<file path="src/rtl/otpm_pkg.sv">
// otpm_pkg: shared types and constants of the orientation to pointer mapper
// used by every rtl file of the block, depends on nothing

package otpm_pkg;

  localparam int QUAT_W = 16;
  localparam int R_W    = 34;   // rotation matrix entries scaled by 2^30, doubled
  localparam int MAG_W  = 33;   // magnitude of an R_W value
  localparam int DIV_W  = 57;   // divider working width: MAG_W + 24
  localparam int Q_W    = 24;   // projection quotient, Q8 mm
  localparam int S_W    = 24;   // smoothed value, Q8 mm
  localparam int Q_STEPS = 24;  // quotient bits produced by the divider
  localparam int CNT_W  = 5;
  localparam int PROD_W = 42;   // smoothing products
  localparam int PIX_W  = 26;   // pixel sum before saturation

  localparam logic [Q_W-1:0] PROJ_LIM = 24'd8388352;  // 32767 * 256

  // queue between front and back
  localparam int QDEPTH = 2;
  localparam int QPTR_W = 1;
  localparam int QCNT_W = 2;

  // register map
  localparam int CFG_IDX_W  = 3;
  localparam int CFG_DATA_W = 16;
  localparam logic [CFG_IDX_W-1:0] CFG_CENTER_X = 3'd0;
  localparam logic [CFG_IDX_W-1:0] CFG_CENTER_Y = 3'd1;
  localparam logic [CFG_IDX_W-1:0] CFG_PPM_X    = 3'd2;
  localparam logic [CFG_IDX_W-1:0] CFG_PPM_Y    = 3'd3;
  localparam logic [CFG_IDX_W-1:0] CFG_GAIN     = 3'd4;

  localparam logic [14:0] CENTER_X_RST = 15'd960;
  localparam logic [14:0] CENTER_Y_RST = 15'd540;
  localparam logic [7:0]  PPM_X_RST    = 8'd3;
  localparam logic [7:0]  PPM_Y_RST    = 8'd3;
  localparam logic [15:0] GAIN_RST     = 16'd5461;

  typedef struct packed {
    logic signed [QUAT_W-1:0] quat_w;
    logic signed [QUAT_W-1:0] quat_x;
    logic signed [QUAT_W-1:0] quat_y;
    logic signed [QUAT_W-1:0] quat_z;
  } in_item_t;

  typedef struct packed {
    logic signed [15:0] pointer_x;
    logic signed [15:0] pointer_y;
    logic               projection_saturated;
  } out_item_t;

  typedef struct packed {
    logic [14:0] center_x;
    logic [14:0] center_y;
    logic [7:0]  pixels_per_mm_x;
    logic [7:0]  pixels_per_mm_y;
    logic [15:0] smoothing_gain;
  } cfg_t;

  typedef struct packed {
    logic signed [R_W-1:0] r01;
    logic signed [R_W-1:0] r11;
    logic signed [R_W-1:0] nr21;   // -r21, numerator of the vertical axis
    logic                  den_zero;
  } qentry_t;

endpackage

</file>
<file path="src/rtl/otpm_front.sv">
// otpm_front: accepts quaternions, forms r01, r11, -r21 and flags a zero r11
// depends on otpm_pkg

module otpm_front (
  input  logic               clk,
  input  logic               rst,
  input  logic               in_valid,
  output logic               in_ready,
  input  otpm_pkg::in_item_t in_data,
  input  logic               q_full,
  output logic               push,
  output otpm_pkg::qentry_t  push_data
);

  logic               v1;
  logic signed [31:0] p_xy, p_wz, p_xx, p_zz, p_yz, p_wx;
  logic signed [otpm_pkg::R_W-1:0] d01, s11, s21;

  assign push     = v1 && !q_full;
  assign in_ready = !v1 || push;

  always_ff @(posedge clk) begin
    if (rst) begin
      v1 <= 1'b0;
    end else if (in_ready) begin
      v1 <= in_valid;
    end
  end

  // product stage
  always_ff @(posedge clk) begin
    if (in_valid && in_ready) begin
      p_xy <= in_data.quat_x * in_data.quat_y;
      p_wz <= in_data.quat_w * in_data.quat_z;
      p_xx <= in_data.quat_x * in_data.quat_x;
      p_zz <= in_data.quat_z * in_data.quat_z;
      p_yz <= in_data.quat_y * in_data.quat_z;
      p_wx <= in_data.quat_w * in_data.quat_x;
    end
  end

  always_comb begin
    d01 = 34'(p_xy) - 34'(p_wz);
    s11 = 34'(p_xx) + 34'(p_zz);
    s21 = 34'(p_yz) + 34'(p_wx);
    push_data.r01      = {d01[32:0], 1'b0};
    push_data.r11      = 34'sh40000000 - {s11[32:0], 1'b0};
    push_data.nr21     = 34'sd0 - {s21[32:0], 1'b0};
    push_data.den_zero = (push_data.r11 == 34'sd0);
  end

endmodule

</file>
<file path="config.mk">
export PLATFORM = sky130hd
export DESIGN_NAME = otpm_front
export DESIGN_NICKNAME = d
export VERILOG_FILES = /design/src/rtl/otpm_pkg.sv /design/src/rtl/otpm_front.sv
export SDC_FILE = /design/constraint.sdc
export NUM_CORES = 2
export LEC_CHECK = 0
export BUFFER_PORTS_ARGS = -buffer_cell sky130_fd_sc_hd__buf_2
export CORE_ASPECT_RATIO = 0.75
export CORE_MARGIN = 4
export CORE_UTILIZATION = 35
export DETAILED_ROUTE_END_ITERATION = 6
export PLACE_DENSITY_LB_ADDON = 0.25
export RECOVER_POWER = 25
export SKIP_CTS_REPAIR_TIMING = 1
export SLEW_MARGIN = 20
export SYNTH_ARGS = -nofsm -noshare
export SYNTH_HDL_FRONTEND = slang
export SYNTH_SLANG_ARGS = --single-unit
export TNS_END_PERCENT = 10
</file>
<file path="constraint.sdc">
create_clock -name clk -period 19.35 [get_ports clk]
set_input_delay 0.9675 -clock clk [delete_from_list [all_inputs] [get_ports clk]]
set_output_delay 0.9675 -clock clk [all_outputs]
set_load 0.02 [all_outputs]
</file>
; Yosys cells after proc, flatten, opt, wreduce, memory -nomap -nowiden
; Cells that the tools add are included.
[word_totals]
regBits = 193
latchBits = 0
ram_bits = 0
romBits = 0
in_bits = 68
out_inout_bits = 105
elab_cells = 24
n_memories = 0
[classes]
n_addsub = 5
n_mul = 6
div_mod_pow = 0
order_cmp = 0
eq_ne = 0
shifts = 0
mux = 0
bitwise = 0
reduce_logical = 6
[ops]
columns = cell, n
row1 = $mul 16x16->32, 6
row2 = $add 32x32->33, 2
row3 = $logic_not 34->1, 1
row4 = $sub 1x34->34 const A, 1
row5 = $sub 31x34->34 const A, 1
row6 = $sub 32x32->33, 1
row7 = $logic_and 1x1->1, 2
row8 = $logic_not 1->1, 2
row9 = $logic_or 1x1->1, 1

; Depth between registers and ports, before layout
[depth]
depth_word = 4
depth_mapped = 27
mapped_depth_nobuf = 26

; Worst setup path before layout
; OpenSTA, ideal clock, no wires.
[synth_timing]
kind = input to register
from = input in_data[1] in the netlist's numbering
to = register p_wz[31], data pin
setup_ps = 260
arrival_ps = 7250
required_time_ps = 19090
slack_ps = 11840
cell_stages = 24
path_buffers = 2
path_cell_list = clkbuf_1 > clkbuf_1 > nand2_1 > fa_1 > fa_1 > fa_1 > inv_1 > fa_1 > fa_1 > inv_1 > fa_1 > inv_1 > ha_1 > a21o_1 > a21o_1 > a21oi_1 > nor3b_1 > a211oi_1 > or3b_2 > a311o_1 > a21o_1 > a211o_1 > a21oi_1 > xnor2_1
[synth_between]
elab_chain_len = 1
[synth_rtl]
columns = element, line
row1 = "start, declared", otpm_front.sv:9  ; input otpm_pkg::in_item_t in_data,
row2 = $mul 16x16->32, otpm_front.sv:34  ; p_wz <= in_data.quat_w * in_data.quat_z;
row3 = "end signal, assigned", otpm_front.sv:34
row4 = "end, declared", otpm_front.sv:16  ; logic signed [31:0] p_xy, p_wz, p_xx, p_zz, p_yz, p_wx;
; Every way passes these cells.
; A chain may end at the register's enable or synchronous reset.

; Worst setup path in the final report
[layout_timing]
from = input in_data[32] in the netlist's numbering
to = register p_xx[31], data pin
[layout_between]
elab_chain_len = 1
[layout_rtl]
columns = element, line
row1 = $mul 16x16->32, otpm_front.sv:35  ; p_xx <= in_data.quat_x * in_data.quat_x;
row2 = "end signal, assigned", otpm_front.sv:35
row3 = "end, declared", otpm_front.sv:16
; Every way passes these cells.

==> reports/metrics.yaml <==
placement:
  place_congestion: 0.830
  dp.cells: 10100
  io_buffers: 169
  dp_hpwl_um: 144000
sta:
  min_period_ns: 9.70
  worst_pin_slew_ns: 3.58
  setup_violations: 0
  slew_violations: 290
  slew_headroom: -1.39
  grt_setup_unrepaired: "no"
  fmax_mhz: 103
  clock_skew_ns: 0.0181
  hold_viol: 0
  timing.final.crit_share: 0.501
  setup_tns_ns: 0
global_routing:
  grt_pass1_wl_um: 293000
  grt_pass1_vias: 52800
  antenna_found_initial: 26
  track_usage: 0.177
  grt_max_degree: 66
  overflow: 0
setup_path:
  rr_worst_depth: 3
  regToRegEndpoint: "p_xx[30]"
  critPathKind: "in2reg"
  cp-startpoint: "in_data[32]"
  critPathMaxStageDelay_ns: 1.99
  cp-end-kind: "register"
  r2r-start: "v1"
  crit_path_end: "p_xx[31]"
  worst-path-max-fanout: 45
  crit_chain: "buf_2 > clkbuf_1 > clkinv_1 > nor2_1 > ha_1 > ha_1 > inv_1 > fa_1 > fa_1 > inv_1 > fa_1 > fa_1 > ha_1 > and2_1 > and3_1 > a211oi_1 > o311ai_1 > a211oi_1 > nand2b_1 > nand3b_1 > o31ai_1 > xnor2_1"
  crit_path_top_delay_cell: "clkbuf_1"
  crit_arrival_ns: 9.98
  critPathRequiredTime_ns: 19.63
  rrSetupSlack_ns: 14.09
  path_common_cell: "fa_1"
  startpoint_type: "primary input"
routing:
  drc: 0
  routed_wl_um: 176000
  wl_per_cell_um: 17.3
  vias_per_cell: 4.78
  vias: 48600
  dr.first_iter.drc_count: 2675
  detail-route-antenna-nets: 0
  dr.pass1.iters: 5
status:
  violations: "capacitance limit, slew limit"
  outcome: "finished with violations"
cts:
  path_clk_slew_ns: 0.08
  cts_root_buffer: "clkbuf_16"
  clk_latency_ns: 0.57
  cts_tree: "built"
  htreeDepth: 4
  cts_buffer_depth: 2
  cts_buffers: 17
  clock_sinks: 191
logic_synthesis:
  syn_area_per_cell_um2: 9.22
  yosys_most_used_dff: "edfxtp_1"
  ys_ff_latch: 191
  ys_types: 90
  synthArstFlopShare: 0
  ys_seq_area_frac: 0.0821
  syn-cell-area_um2: 69700
  ys_warn_count: 0
  synth_edf_count: 190
  synthCells: 7560
finish:
  mostFrequentLayoutCell: "inv_1"
  register_area_um2: 5730
  multi_input_area_um2: 55900
  nNetsFinal: 9697
  area_growth_pct: 5.76
  drive_gt1_frac: 0.0391
  fillCellCount: 20100
  stdcell_count: 10200
  layout_common_cells: "inv_1 (1849), fa_1 (1517), nand2_1 (760)"
flow_run:
  cap_violations: 6
hold_path:
  hold_class: "reg2reg"
  hold_depth: 2
die:
  rows: 141
  core_um2: 198000
  die_h_um: 395
  start_util: 0.353
  io-pin-count: 173
  fp.dieArea_um2: 206000
  die_w_um: 523
## per-stage QoR
step	setup slack (ns)	util	hold WS, ns	area (um2)
after global routing	9.10	0.373	0.523	73700
after global placement	11.06	0.370	0.484	73100
after detailed placement	11.06	0.370	0.497	73100
final	9.65	0.373	0.517	73700
after floorplan	11.84	-	0.465	69700
after CTS	11.68	0.373	0.498	73700
## Yosys cell counts (35+ instances only)
cell type / instances / area share
xnor2_1: 245 / 0.031
nand2b_1: 59 / 0.0053
inv_1: 1849 / 0.10
fa_1: 1517 / 0.44
nor2b_1: 35 / 0.0031
a21o_1: 89 / 0.0096
ha_1: 609 / 0.11
a211oi_1: 38 / 0.0041
or3_1: 40 / 0.0036
and3_1: 40 / 0.0036
nand3_1: 60 / 0.0043
o21ai_0: 109 / 0.0078
and2_1: 570 / 0.051
xor2_1: 90 / 0.011
a21oi_1: 211 / 0.015
edfxtp_1: 190 / 0.082
nand2_1: 760 / 0.041
nor3_1: 79 / 0.0057
o21a_1: 38 / 0.0041
clkbuf_1: 268 / 0.014
nor2_1: 286 / 0.015
## critical path: cells and delay by family
family | cells | cell delay [ns]
AND/OR/NAND/NOR | 5 | 1.41
buffers and inverters | 5 | 3.46
XOR/XNOR | 1 | 0.13
adder cells (fa/ha/maj) | 7 | 2.57
AO/OA/AOI/OAI | 4 | 1.40
## metal layers
layer | vias to the layer above | GRT usage | part of all wire
met1 | 24800 | 0.265 | 0.49
met3 | 122 | 0.0294 | 0.054
li1 | 22700 | - | -
met5 | - | 0 | 0.000040
met4 | 2 | 0.0284 | 0.013
met2 | 932 | 0.273 | 0.44
## sequential cells by signal (all words and copies together), names as in the netlist
signal and count:
p_wx 32, p_wz 32, p_xy 32, p_yz 32, p_xx 31, p_zz 31
v1 1
## worst min-delay path by stage
stage / from / end
final: v1 / v1
after global routing: rst / v1
after CTS: rst / v1
after detailed placement: v1 / v1
after global placement: v1 / v1
after floorplan: v1 / v1
## cell type report
class / instances / area share
multi-input cells: 5225 / 0.758
flip-flops and latches: 191 / 0.0777
well taps: 2645 / 0.0449
diodes: 8 / 0.000272
clock buffers: 17 / 0.00577
clock inverters: 15 / 0.00288
repair buffers: 214 / 0.0158
inverters: 1854 / 0.0944
## cell families (layout without fill, tap and decap cells)
logic type | after synthesis | count (layout) | share of synthesized area
AOI/OAI and AO/OA | 723 | 723 | 0.0697
buffers and inverters | 2146 | 2100 | 0.116
muxes | 11 | 11 | 0.00162
DFF | 191 | 191 | 0.0821
and+or+nand+nor | 2027 | 2027 | 0.144
xor gates and xnor gates | 335 | 335 | 0.0421
adders and majority gates | 2126 | 2126 | 0.545
other | 1 | 11 | 0.0000538
Power is left out: the tool's default activity adds up to more than one toggle a clock period on the data nets, which glitch-free logic cannot reach.
