[src/rtl/otpm_pkg.sv]
// otpm_pkg: shared types and constants of the orientation to pointer mapper
// used by every rtl file of the block, depends on nothing

package otpm_pkg;

  localparam int QUAT_W = 16;
  localparam int R_W    = 34;   // rotation matrix entries scaled by 2^30, doubled
  localparam int MAG_W  = 33;   // magnitude of an R_W value
  localparam int DIV_W  = 57;   // divider working width: MAG_W + 24
  localparam int Q_W    = 24;   // projection quotient, Q8 mm
  localparam int S_W    = 24;   // smoothed value, Q8 mm
  localparam int Q_STEPS = 24;  // quotient bits produced by the divider
  localparam int CNT_W  = 5;
  localparam int PROD_W = 42;   // smoothing products
  localparam int PIX_W  = 26;   // pixel sum before saturation

  localparam logic [Q_W-1:0] PROJ_LIM = 24'd8388352;  // 32767 * 256

  // queue between front and back
  localparam int QDEPTH = 2;
  localparam int QPTR_W = 1;
  localparam int QCNT_W = 2;

  // register map
  localparam int CFG_IDX_W  = 3;
  localparam int CFG_DATA_W = 16;
  localparam logic [CFG_IDX_W-1:0] CFG_CENTER_X = 3'd0;
  localparam logic [CFG_IDX_W-1:0] CFG_CENTER_Y = 3'd1;
  localparam logic [CFG_IDX_W-1:0] CFG_PPM_X    = 3'd2;
  localparam logic [CFG_IDX_W-1:0] CFG_PPM_Y    = 3'd3;
  localparam logic [CFG_IDX_W-1:0] CFG_GAIN     = 3'd4;

  localparam logic [14:0] CENTER_X_RST = 15'd960;
  localparam logic [14:0] CENTER_Y_RST = 15'd540;
  localparam logic [7:0]  PPM_X_RST    = 8'd3;
  localparam logic [7:0]  PPM_Y_RST    = 8'd3;
  localparam logic [15:0] GAIN_RST     = 16'd5461;

  typedef struct packed {
    logic signed [QUAT_W-1:0] quat_w;
    logic signed [QUAT_W-1:0] quat_x;
    logic signed [QUAT_W-1:0] quat_y;
    logic signed [QUAT_W-1:0] quat_z;
  } in_item_t;

  typedef struct packed {
    logic signed [15:0] pointer_x;
    logic signed [15:0] pointer_y;
    logic               projection_saturated;
  } out_item_t;

  typedef struct packed {
    logic [14:0] center_x;
    logic [14:0] center_y;
    logic [7:0]  pixels_per_mm_x;
    logic [7:0]  pixels_per_mm_y;
    logic [15:0] smoothing_gain;
  } cfg_t;

  typedef struct packed {
    logic signed [R_W-1:0] r01;
    logic signed [R_W-1:0] r11;
    logic signed [R_W-1:0] nr21;   // -r21, numerator of the vertical axis
    logic                  den_zero;
  } qentry_t;

endpackage

[src/rtl/otpm_queue.sv]
// otpm_queue: two-entry queue between front and back
// depends on otpm_pkg

module otpm_queue (
  input  logic              clk,
  input  logic              rst,
  input  logic              push,
  input  otpm_pkg::qentry_t push_data,
  output logic              full,
  input  logic              pop,
  output otpm_pkg::qentry_t pop_data,
  output logic              empty
);

  otpm_pkg::qentry_t                 mem [otpm_pkg::QDEPTH];
  logic [otpm_pkg::QPTR_W-1:0]       wr_ptr, rd_ptr;
  logic [otpm_pkg::QCNT_W-1:0]       count;

  assign full     = (count == otpm_pkg::QCNT_W'(otpm_pkg::QDEPTH));
  assign empty    = (count == '0);
  assign pop_data = mem[rd_ptr];

  always_ff @(posedge clk) begin
    if (push) begin
      mem[wr_ptr] <= push_data;
    end
  end

  always_ff @(posedge clk) begin
    if (rst) begin
      wr_ptr <= '0;
      rd_ptr <= '0;
      count  <= '0;
    end else begin
      if (push) wr_ptr <= wr_ptr + 1'b1;
      if (pop)  rd_ptr <= rd_ptr + 1'b1;
      if (push && !pop) begin
        count <= count + 1'b1;
      end else if (pop && !push) begin
        count <= count - 1'b1;
      end
    end
  end

endmodule

[config.mk]
export PLATFORM = sky130hd
export DESIGN_NAME = otpm_queue
export DESIGN_NICKNAME = d
export VERILOG_FILES = /design/src/rtl/otpm_pkg.sv /design/src/rtl/otpm_queue.sv
export SDC_FILE = /design/constraint.sdc
export NUM_CORES = 1
export LEC_CHECK = 0
export BUFFER_PORTS_ARGS = -buffer_cell sky130_fd_sc_hd__clkbuf_2
export CORE_UTILIZATION = 52
export DETAILED_ROUTE_END_ITERATION = 10
export PLACE_DENSITY = 0.79
export RECOVER_POWER = 100
export SLEW_MARGIN = 0
export SYNTH_ARGS = -nofsm -noshare
export SYNTH_HDL_FRONTEND = slang
export SYNTH_SLANG_ARGS = --single-unit
export TNS_END_PERCENT = 5
[constraint.sdc]
create_clock -name clk -period 7 [get_ports clk]
set_clock_uncertainty 0.1 [all_clocks]
set_input_delay 0.7 -clock clk [delete_from_list [all_inputs] [get_ports clk]]
set_output_delay 0.7 -clock clk [all_outputs]
set_load 0.05 [all_outputs]
==> Word-level counts from Yosys, hierarchy flattened <==
Memory sizes are Yosys's and may differ from the RTL's. A register that Yosys moved wholly into a read port is not among the register bits.
Cells that the tools add are included.
W data, S select, Z words.
{ "classes": {"addsub": 4, "n_eq_ne": 1, "mux": 6, "n_reduce_logical": 6} }
{ "op_table": {"columns": ["op", "count"], "rows": [
  ["$mux W1", 4],
  ["$mux W2", 2],
  ["$add A1 B1 Y1 const B", 2],
  ["$add A2 B1 Y2 const B", 1],
  ["$eq A2 B2 Y1 const B", 1],
  ["$logic_and A1 B1 Y1", 2],
  ["$logic_not A1 Y1", 2],
  ["$logic_not A2 Y1", 1],
  ["$reduce_bool A2 Y1", 1],
  ["$sub A2 B1 Y2 const B", 1]
]} }
{ "totals": {"ff_bits": 4, "ramBits": 206, "out_inout_bits": 105, "word_cells": 21, "memories": 1} }
{ "mem_list": {"columns": ["name", "words", "word_bits", "read_ports", "rd_ports_with_merged_regs", "write_ports", "line", "rtl"], "rows": [
  ["mem", 2, 103, 1, 1, 1, "otpm_queue.sv:15", "otpm_pkg::qentry_t mem [otpm_pkg::QDEPTH];"]
]} }

==> Logic depth before layout (Yosys ltp) <==
Gate-level depths: netlist of run 1.
{ "logic_depth": {"ltp_word": 4, "mapped_depth": 5, "mapped_depth_nobuf": 5} }

==> Least setup slack after synthesis of run 1 <==
Ideal clock, no wire load.
{ "synth_timing": {"path_kind": "input -> register", "start": "in push", "end": "mem mem[0][0] (netlist bit) (enable)", "arrival_time_ps": 5180, "required_ps": 6322, "path_slack_ps": 1142, "stages": 1, "cell_sequence": "nor2b_1"} }
{ "synth_between": {"elab_chain_cells": 2} }
{ "synth_lines": {"columns": ["element", "line", "rtl"], "rows": [
  ["start, declared", "otpm_queue.sv:7", "input logic push,"],
  ["$mux W1", "otpm_queue.sv:24", "if (push) begin"],
  ["$mux W1 (not written as such)", "otpm_queue.sv:25", "mem[wr_ptr] <= push_data;"],
  ["end, declared", "otpm_queue.sv:15", null]
]} }
No other way between the ends.

==> results_dict.tcl, run 1 <==
set metrics [dict create \
    status "complete, but fails checks" \
    p_leak_nw 3.23 \
    cts_setup_buffers 0 \
    r2r_cells 2 \
    clk_pin_slew_worst_paths_ns 0.06 \
    cts_tree "built" \
    vdd_ir_drop_max_mv 0.253 \
    std_cell_rows 43 \
    slowest_stage "dfxtp_1" \
    synth_seq_cells 211 \
    cp_cell_sequence "clkbuf_2 -> mux2_2 -> clkbuf_2" \
    powerDensity_nw_per_um2 319 \
    p_switching_w 0.000810 \
    clkSinkCount 211 \
    syn_nets 450 \
    critPathBufInv 2 \
    power_switching_share_pct 27.4 \
    final_hold_viol_count 0 \
    period_share_pct 69.8 \
    hold_buffers 0 \
    worstReg2RegStart "wr_ptr" \
    clock.fmax_mhz 205 \
    r2r_slack_ns 2.76 \
    fin_setup_tns_ns 0 \
    postSynthAreaPerCell_sq_um 22.4 \
    die-area_sq_um 15200 \
    floorplan.initialDensity_pct 54.3 \
    io_pins 212 \
    portBuffers 211 \
    slew_viol_final 318 \
    syn_area_sq_um 7650 \
    yosys_warnings 0 \
    critPathLaunchType "flip-flop" \
    multiInputGateArea_sq_um 1260 \
    synth_cell_type_count 16 \
    antenna_cells 0 \
    worst_pin_slew_ns 2.46 \
    hold-worst-slack_ns 0.313 \
    cts_made_buffers 21 \
    place.gp.congestion 0.749 \
    required_ns 6.20 \
    area_growth_pct 21.4 \
    period_needed_ns 4.89 \
    num_vias 3948 \
    drt-total-wl_microns 13800 \
    rsz0062_at_grt "false" \
    netlist.area_leader.share_pct 80.8 \
    dp_hpwl_microns 8930 \
    drv_cap 6 \
    endpoint "pop_data[93]" \
    maxSlewHeadroom_pct -64.3 \
    ys_seq_area_share_pct 82.1 \
    post_drt_wl_per_cell_microns 18.0 \
    grt_pass1_wl_microns 20100 \
    slowest_delay_ns 1.55 \
    path_class "reg2out" \
    violations "capacitance limit, slew limit" \
    clkPwrFrac_pct 32.9 \
    antenna_found_initial 0 \
    postRouteAntennaNets 0 \
    seq_area_sq_um 6290 \
    fin_nets 676 \
    crit_fanout 62 \
    p_comb_share_pct 16.2 \
    dr.pass1.iters 4 \
    hp-class "in2reg" \
    core-area_sq_um 14100 \
    root_buffer "clkbuf_16" \
    critical_path_depth 3 \
    grt_max_degree 81 \
    internal_power_w 0.00215 \
    die_h_microns 123 \
    h-tree-depth 1 \
    syn-instance-count 342 \
    dr.first_iter.drc_count 262 \
    clk_path_buf_depth 3 \
    viasPerCell 5.18 \
    die_x_microns 123 \
    crit_family "buffers and inverters" \
    cts-resized-gates 0 \
    n_fill_cell 1023 \
    grt_overflow 0 \
    synth_top_area_cell "edfxtp_1" \
    p_seq_share_pct 50.9 \
    synth_area_leaders "edfxtp_1, mux2_2, dfxtp_1, buf_6, nor2_1" \
    rr_endpoint "mem[1][21]" \
    gr-usage-all-layers_pct 17.6 \
    remaining_drc_errors 0 \
    setup.worst_path.end_class "output pin" \
    clk_latency_ns 0.47 \
    drive_above_1_share_pct 37.1 \
    cp_common_cell "clkbuf_2" \
    setup_viol 0 \
    crit_arrival_ns 4.09 \
    grt_pass1_vias 3977 \
]
-- per-layer routing --
layer	track usage, %	wire (microns)
met1	23.5	5550
met2	28.1	6680
met3	5.30	1310
met4	4.67	216
met5	0	0
-- through the flow --
step / utilization (%) / cell area [sq um] / total power, W / cells / setup slack, ns
2_1_floorplan: - / 7650 / 0.00191 / 342 / 1.14
3_3_place_gp: 62.9 / 8870 / 0.00201 / 725 / 4.04
3_5_place_dp: 62.9 / 8870 / 0.00203 / 725 / 4.00
4_1_cts: 67.1 / 9460 / 0.00300 / 762 / 3.49
5_1_grt: 65.9 / 9290 / 0.00307 / 762 / 1.79
6_report: 65.9 / 9290 / 0.00296 / 762 / 2.11
-- sequential cells by signal (all words and copies together) (netlist names), named ones only --
name / count
count: 2
mem: 206
rd_ptr: 1
wr_ptr: 1
-- cells in the mapped netlist, drive strengths merged --
library cell / number
edfxtp: 206
mux2: 103
buf: 11
dfxtp: 5
nor2: 5
nor2b: 2
xnor2: 2
xor2: 2
a21oi: 1
and2: 1
ha: 1
inv: 1
o21ai: 1
or3: 1
-- final cells by class --
class	count	share of cell area [%]
sequential	211	67.7
multi-input combinational	119	13.6
clock buffer	26	5.86
clock inverter	11	0.512
timing repair buffer	214	9.90
tap	180	2.42
inverter	1	0.0404
-- worst min-delay path by stage --
stage,start,endpoint,cells past startpoint
floorplan,count[1],count[1],2
global placement,count[1],count[1],2
detailed placement,rd_ptr,flip-flop,2
CTS,push_data[56],mem[1][56],1
global route,push_data[82],mem[1][82],1
finish,push_data[39],mem[1][39],1
-- cells by family after synthesis --
kind of cell / synth area share (%)
AOI/OAI and AO/OA: 0.131
buffers and inverters: 1.37
and+or+nand+nor: 0.572
xor gates and xnor gates: 0.458
DFF: 82.1
adders and majority gates: 0.163
muxes: 15.2
-- power groups by stage --
stage               logic (W)  clock network (W)  registers (W)
floorplan            0.000386                  0        0.00152
global placement     0.000490                  0        0.00152
detailed placement   0.000496                  0        0.00153
CTS                  0.000499            0.00100        0.00150
global route         0.000506            0.00105        0.00151
finish               0.000481           0.000974        0.00151
-- cells in the final DEF, fill, tap and decap left out --
master / n
clkinv_2: 5
nor2_1: 5
buf_1: 1
clkinv_1: 6
o21ai_0: 1
xor2_1: 2
edfxtp_1: 206
mux2_2: 97
mux2_1: 6
or3_1: 1
inv_1: 1
ha_1: 1
and2_0: 1
nor2b_1: 2
a21oi_1: 1
xnor2_1: 2
dfxtp_1: 5
clkbuf_16: 21
clkbuf_1: 125
clkbuf_2: 93
(Power assumes the default switching activity.)
==> inputs of run 2 (changes only) <==
==> constraint.sdc (replaced) <==
create_clock -name clk -period 5.1 [get_ports clk]
set_clock_uncertainty 0.1 [all_clocks]
set_input_delay 0.51 -clock clk [delete_from_list [all_inputs] [get_ports clk]]
set_output_delay 0.51 -clock clk [all_outputs]
set_load 0.05 [all_outputs]
==> results_dict.tcl, run 2 (synthesized netlist as in run 1, its figures left out) <==
set metrics [dict create \
    crit_fanout 83 \
    fin_setup_tns_ns 0 \
    clkSinkCount 211 \
    max_flop_register "mem" \
    num_vias 3933 \
    clk_pin_slew_worst_paths_ns 0.06 \
    gr-usage-all-layers_pct 17.8 \
    place.gp.congestion 0.705 \
    status "complete, but fails checks" \
    post_drt_wl_per_cell_microns 18.0 \
    r2r_cells 2 \
    std_cell_rows 43 \
    critPathLaunchType "flip-flop" \
    drt-total-wl_microns 13800 \
    worstHoldStart "push_data[86]" \
    grt_pass1_vias 4072 \
    clk_path_buf_depth 3 \
    required_ns 4.49 \
    setup_viol 0 \
    maxSlewHeadroom_pct -35.5 \
    n_fill_cell 1065 \
    die_h_microns 123 \
    vdd_ir_drop_max_mv 0.307 \
    r2r_slack_ns 1.42 \
    dr.pass1.iters 4 \
    clk_latency_ns 0.48 \
    endpoint "pop_data[48]" \
    remaining_drc_errors 0 \
    slew_viol_final 174 \
    crit_arrival_ns 3.31 \
    viasPerCell 5.14 \
    h-tree-depth 1 \
    top_regs "mem: 206 flops, count: 2 flops" \
    worst_pin_slew_ns 2.03 \
    root_buffer "clkbuf_16" \
    antenna_cells 0 \
    setup.worst_path.end_class "output pin" \
    clock.fmax_mhz 255 \
    final_common_cell "edfxtp_1" \
    postRouteAntennaNets 0 \
    period_share_pct 76.9 \
    dp_hpwl_microns 9070 \
    floorplan.initialDensity_pct 54.3 \
    io_pins 212 \
    grt_pass1_wl_microns 20200 \
    cts-resized-gates 0 \
    path_class "reg2out" \
    powerDensity_nw_per_um2 454 \
    die-area_sq_um 15200 \
    area_growth_pct 22.4 \
    portBuffers 211 \
    rsz0062_at_grt "false" \
    die_x_microns 123 \
    drv_cap 4 \
    cts_made_buffers 22 \
    antenna_found_initial 0 \
    fin_nets 678 \
    largest_reg_flops 206 \
    cts_setup_buffers 0 \
    grt_overflow 0 \
    setup_slack_ns 1.18 \
    worstReg2RegStart "wr_ptr" \
    drive_above_1_share_pct 29.7 \
    period_needed_ns 3.92 \
    grt_max_degree 84 \
    final_cell_mix "edfxtp_1, clkbuf_1, mux2_2, clkbuf_2, clkbuf_16" \
    hp-class "in2reg" \
    rr_endpoint "mem[0][61]" \
    violations "capacitance limit, slew limit" \
    dr.first_iter.drc_count 244 \
    core-area_sq_um 14100 \
    final_hold_viol_count 0 \
    p_leak_nw 3.15 \
    cts_tree "built" \
    hold_buffers 0 \
    post-place-ws_ns 2.33 \
]
run 2: cell count changes in the layout (fill, tap and decap cells not counted), sizes merged:
cell / change
buf: +2
clkinv: -4
bufinv: +2
clkbuf: +3
run 2: layout make-up:
type                    instances  area [sq um]  area share (%)
inverters                       1          3.75          0.0401
flip-flops and latches        211          6290            67.1
multi-input cells             119          1260            13.5
clock buffers                  30           612            6.53
clock inverters                 9          95.1            1.02
repair buffers                215           880            9.39
well taps                     180           225            2.40
run 2: metrics by stage:
stage | hold slack, ns | util (%) | instance area (sq um) | power (W) | instances
6_report | 0.111 | 66.4 | 9370 | 0.00425 | 765
5_1_grt | 0.0918 | 66.4 | 9370 | 0.00439 | 765
4_1_cts | 0.0943 | 68.1 | 9600 | 0.00432 | 765
3_5_place_dp | 0.411 | 63.1 | 8890 | 0.00278 | 726
3_3_place_gp | 0.379 | 63.1 | 8890 | 0.00276 | 726
2_1_floorplan | 0.361 | - | 7650 | 0.00261 | 342
run 2: worst min-delay path by stage:
| stage | endpoint | slack, ns | cells after the start |
|---|---|---|---|
| after CTS | mem[1][86] | 0.09 | 1 |
| after floorplan | count[1] | 0.36 | 2 |
| final | mem[1][86] | 0.11 | 1 |
| after detailed placement | count[1] | 0.41 | 2 |
| after global placement | count[1] | 0.38 | 2 |
| after global routing | mem[1][19] | 0.09 | 1 |
run 2: power breakdown:
part | internal [W] | switching (W)
clock | 0.000939 | 0.000600
sequential | 0.00203 | 0.0000500
combinational | 0.000159 | 0.000479
run 2: worst max-delay path: stages (launching register included):
cell	delay, ns
dfxtp_2	1.63
buf_4	0.49
mux2_2	0.22
clkbuf_1	0.46
run 2: layer usage:
| metal | GRT usage, % | routed length (microns) |
|---|---|---|
| met1 | 19.2 | 5000 |
| met2 | 32.5 | 7210 |
| met3 | 6.00 | 1270 |
| met4 | 5.72 | 277 |
| met5 | 0 | 0 |
==> inputs of run 3 (changes only) <==
==> constraint.sdc (replaced) <==
create_clock -name clk -period 4 [get_ports clk]
set_clock_uncertainty 0.1 [all_clocks]
set_input_delay 0.4 -clock clk [delete_from_list [all_inputs] [get_ports clk]]
set_output_delay 0.4 -clock clk [all_outputs]
set_load 0.05 [all_outputs]
==> results_dict.tcl, run 3 (synthesized netlist as in run 1, its figures left out) <==
set metrics [dict create \
    status "complete, but fails checks" \
    violations "capacitance limit, slew limit" \
    io_pins 212 \
    cts_made_buffers 21 \
    p_leak_nw 3.46 \
    grt_overflow 0 \
    final_cell_mix "edfxtp_1, clkbuf_1, mux2_2, dlygate4sd3_1, clkbuf_2" \
    drive_above_1_share_pct 26.2 \
    period_needed_ns 3.23 \
    die-area_sq_um 15200 \
    final_hold_viol_count 0 \
    path_class "reg2out" \
    r2r_cells 2 \
    grt_max_degree 84 \
    slew_viol_final 69 \
    worstHoldStart "push_data[95]" \
    fin_setup_tns_ns 0 \
    period_share_pct 80.8 \
    dr.pass1.iters 4 \
    drt-total-wl_microns 15700 \
    gr-usage-all-layers_pct 20.2 \
    setup_slack_ns 0.767 \
    worst_pin_slew_ns 2.30 \
    r2r_slack_ns 1.06 \
    powerDensity_nw_per_um2 533 \
    cts_setup_buffers 0 \
    std_cell_rows 43 \
    setup_viol 0 \
    critPathLaunchType "flip-flop" \
    final_common_cell "edfxtp_1" \
    worstReg2RegStart "wr_ptr" \
    hp-class "in2reg" \
    endpoint "pop_data[90]" \
    core-area_sq_um 14100 \
    crit_arrival_ns 2.73 \
    grt_pass1_vias 4614 \
    critical_path_depth 3 \
    post_drt_wl_per_cell_microns 18.7 \
    n_fill_cell 951 \
    drv_cap 2 \
    die_h_microns 123 \
    num_vias 4326 \
    clk_path_buf_depth 3 \
    maxSlewHeadroom_pct -53.2 \
    vdd_ir_drop_max_mv 0.413 \
    grt_pass1_wl_microns 22700 \
    critPathBufInv 2 \
    slowest_delay_ns 1.06 \
    clock.fmax_mhz 309 \
    setup.worst_path.end_class "output pin" \
    viasPerCell 5.13 \
    area_growth_pct 32.5 \
    root_buffer "clkbuf_16" \
    dp_hpwl_microns 9100 \
    h-tree-depth 1 \
    top_regs "mem: 206 flops, count: 2 flops" \
    post-place-ws_ns 1.66 \
    antenna_cells 0 \
    slowest_stage "dfxtp_2" \
    rr_endpoint "mem[1][8]" \
    dr.first_iter.drc_count 292 \
    cts_tree "built" \
    rsz0062_at_grt "false" \
    place.gp.congestion 0.720 \
    crit_family "flip-flops" \
    max_flop_register "mem" \
    cp_cell_sequence "buf_12 -> mux2_2 -> clkbuf_1" \
    postRouteAntennaNets 0 \
    fin_nets 757 \
    clk_pin_slew_worst_paths_ns 0.06 \
    clk_latency_ns 0.48 \
    remaining_drc_errors 0 \
    crit_fanout 58 \
    antenna_found_initial 0 \
    die_x_microns 123 \
    clkSinkCount 211 \
    required_ns 3.50 \
    portBuffers 211 \
    floorplan.initialDensity_pct 54.3 \
    largest_reg_flops 206 \
]
run 3: worst min path at each step:
stage                      end  depth (start not counted)  slack (ns)
CTS                 mem[1][92]                          1      0.0006
global route        mem[1][83]                          1        0.03
detailed placement   flip-flop                          2        0.40
finish              mem[1][95]                          1        0.03
floorplan             count[1]                          2        0.36
global placement      count[1]                          2        0.38
run 3: area by class of cell:
class | instances | area, sq um | share of cell area [%]
Sequential cell | 211 | 6290 | 62.0
Timing Repair Buffer | 295 | 1710 | 16.9
Multi-Input combinational cell | 119 | 1260 | 12.4
Clock buffer | 26 | 544 | 5.37
Tap cell | 180 | 225 | 2.22
Clock inverter | 11 | 104 | 1.02
Inverter | 1 | 3.75 | 0.0370
run 3: worst reg2reg max path, delay by kind of cell (launching register included):
family | cells | cell delay, ns
flops | 1 | 0.37
simple gates | 1 | 1.69
buf+inv | 1 | 0.43
run 3: per-layer routing:
metal / routed length, microns / vias up / global-route usage, %
met4: 393 / 0 / 6.55
met1: 5880 / 2174 / 21.9
met5: 0 / - / 0
met3: 1010 / 30 / 5.40
met2: 8450 / 154 / 37.8
li1: - / 1968 / -
run 3: through the flow:
stage / instance area, sq um / total power [W] / util [%] / hold WS [ns] / instances
after detailed placement: 8910 / 0.00355 / 63.2 / 0.400 / 725
after global placement: 8910 / 0.00353 / 63.2 / 0.379 / 725
after floorplan: 7650 / 0.00333 / - / 0.361 / 342
after global routing: 10100 / 0.00556 / 71.9 / 0.0260 / 843
after CTS: 10400 / 0.00546 / 73.5 / 0.000597 / 842
final: 10100 / 0.00540 / 71.9 / 0.0350 / 843
run 3: report_power, final:
part / switching (W) / internal [W]
Sequential: 0.0000536 / 0.00258
Combinational: 0.000644 / 0.000255
Clock: 0.000771 / 0.00109
run 3: what timing repair did:
item | 4_1_cts | 5_1_grt
gates resized for setup | 0 | 0
hold buffers | 80 | 1
endpoints found under the hold margin | 159 | 2
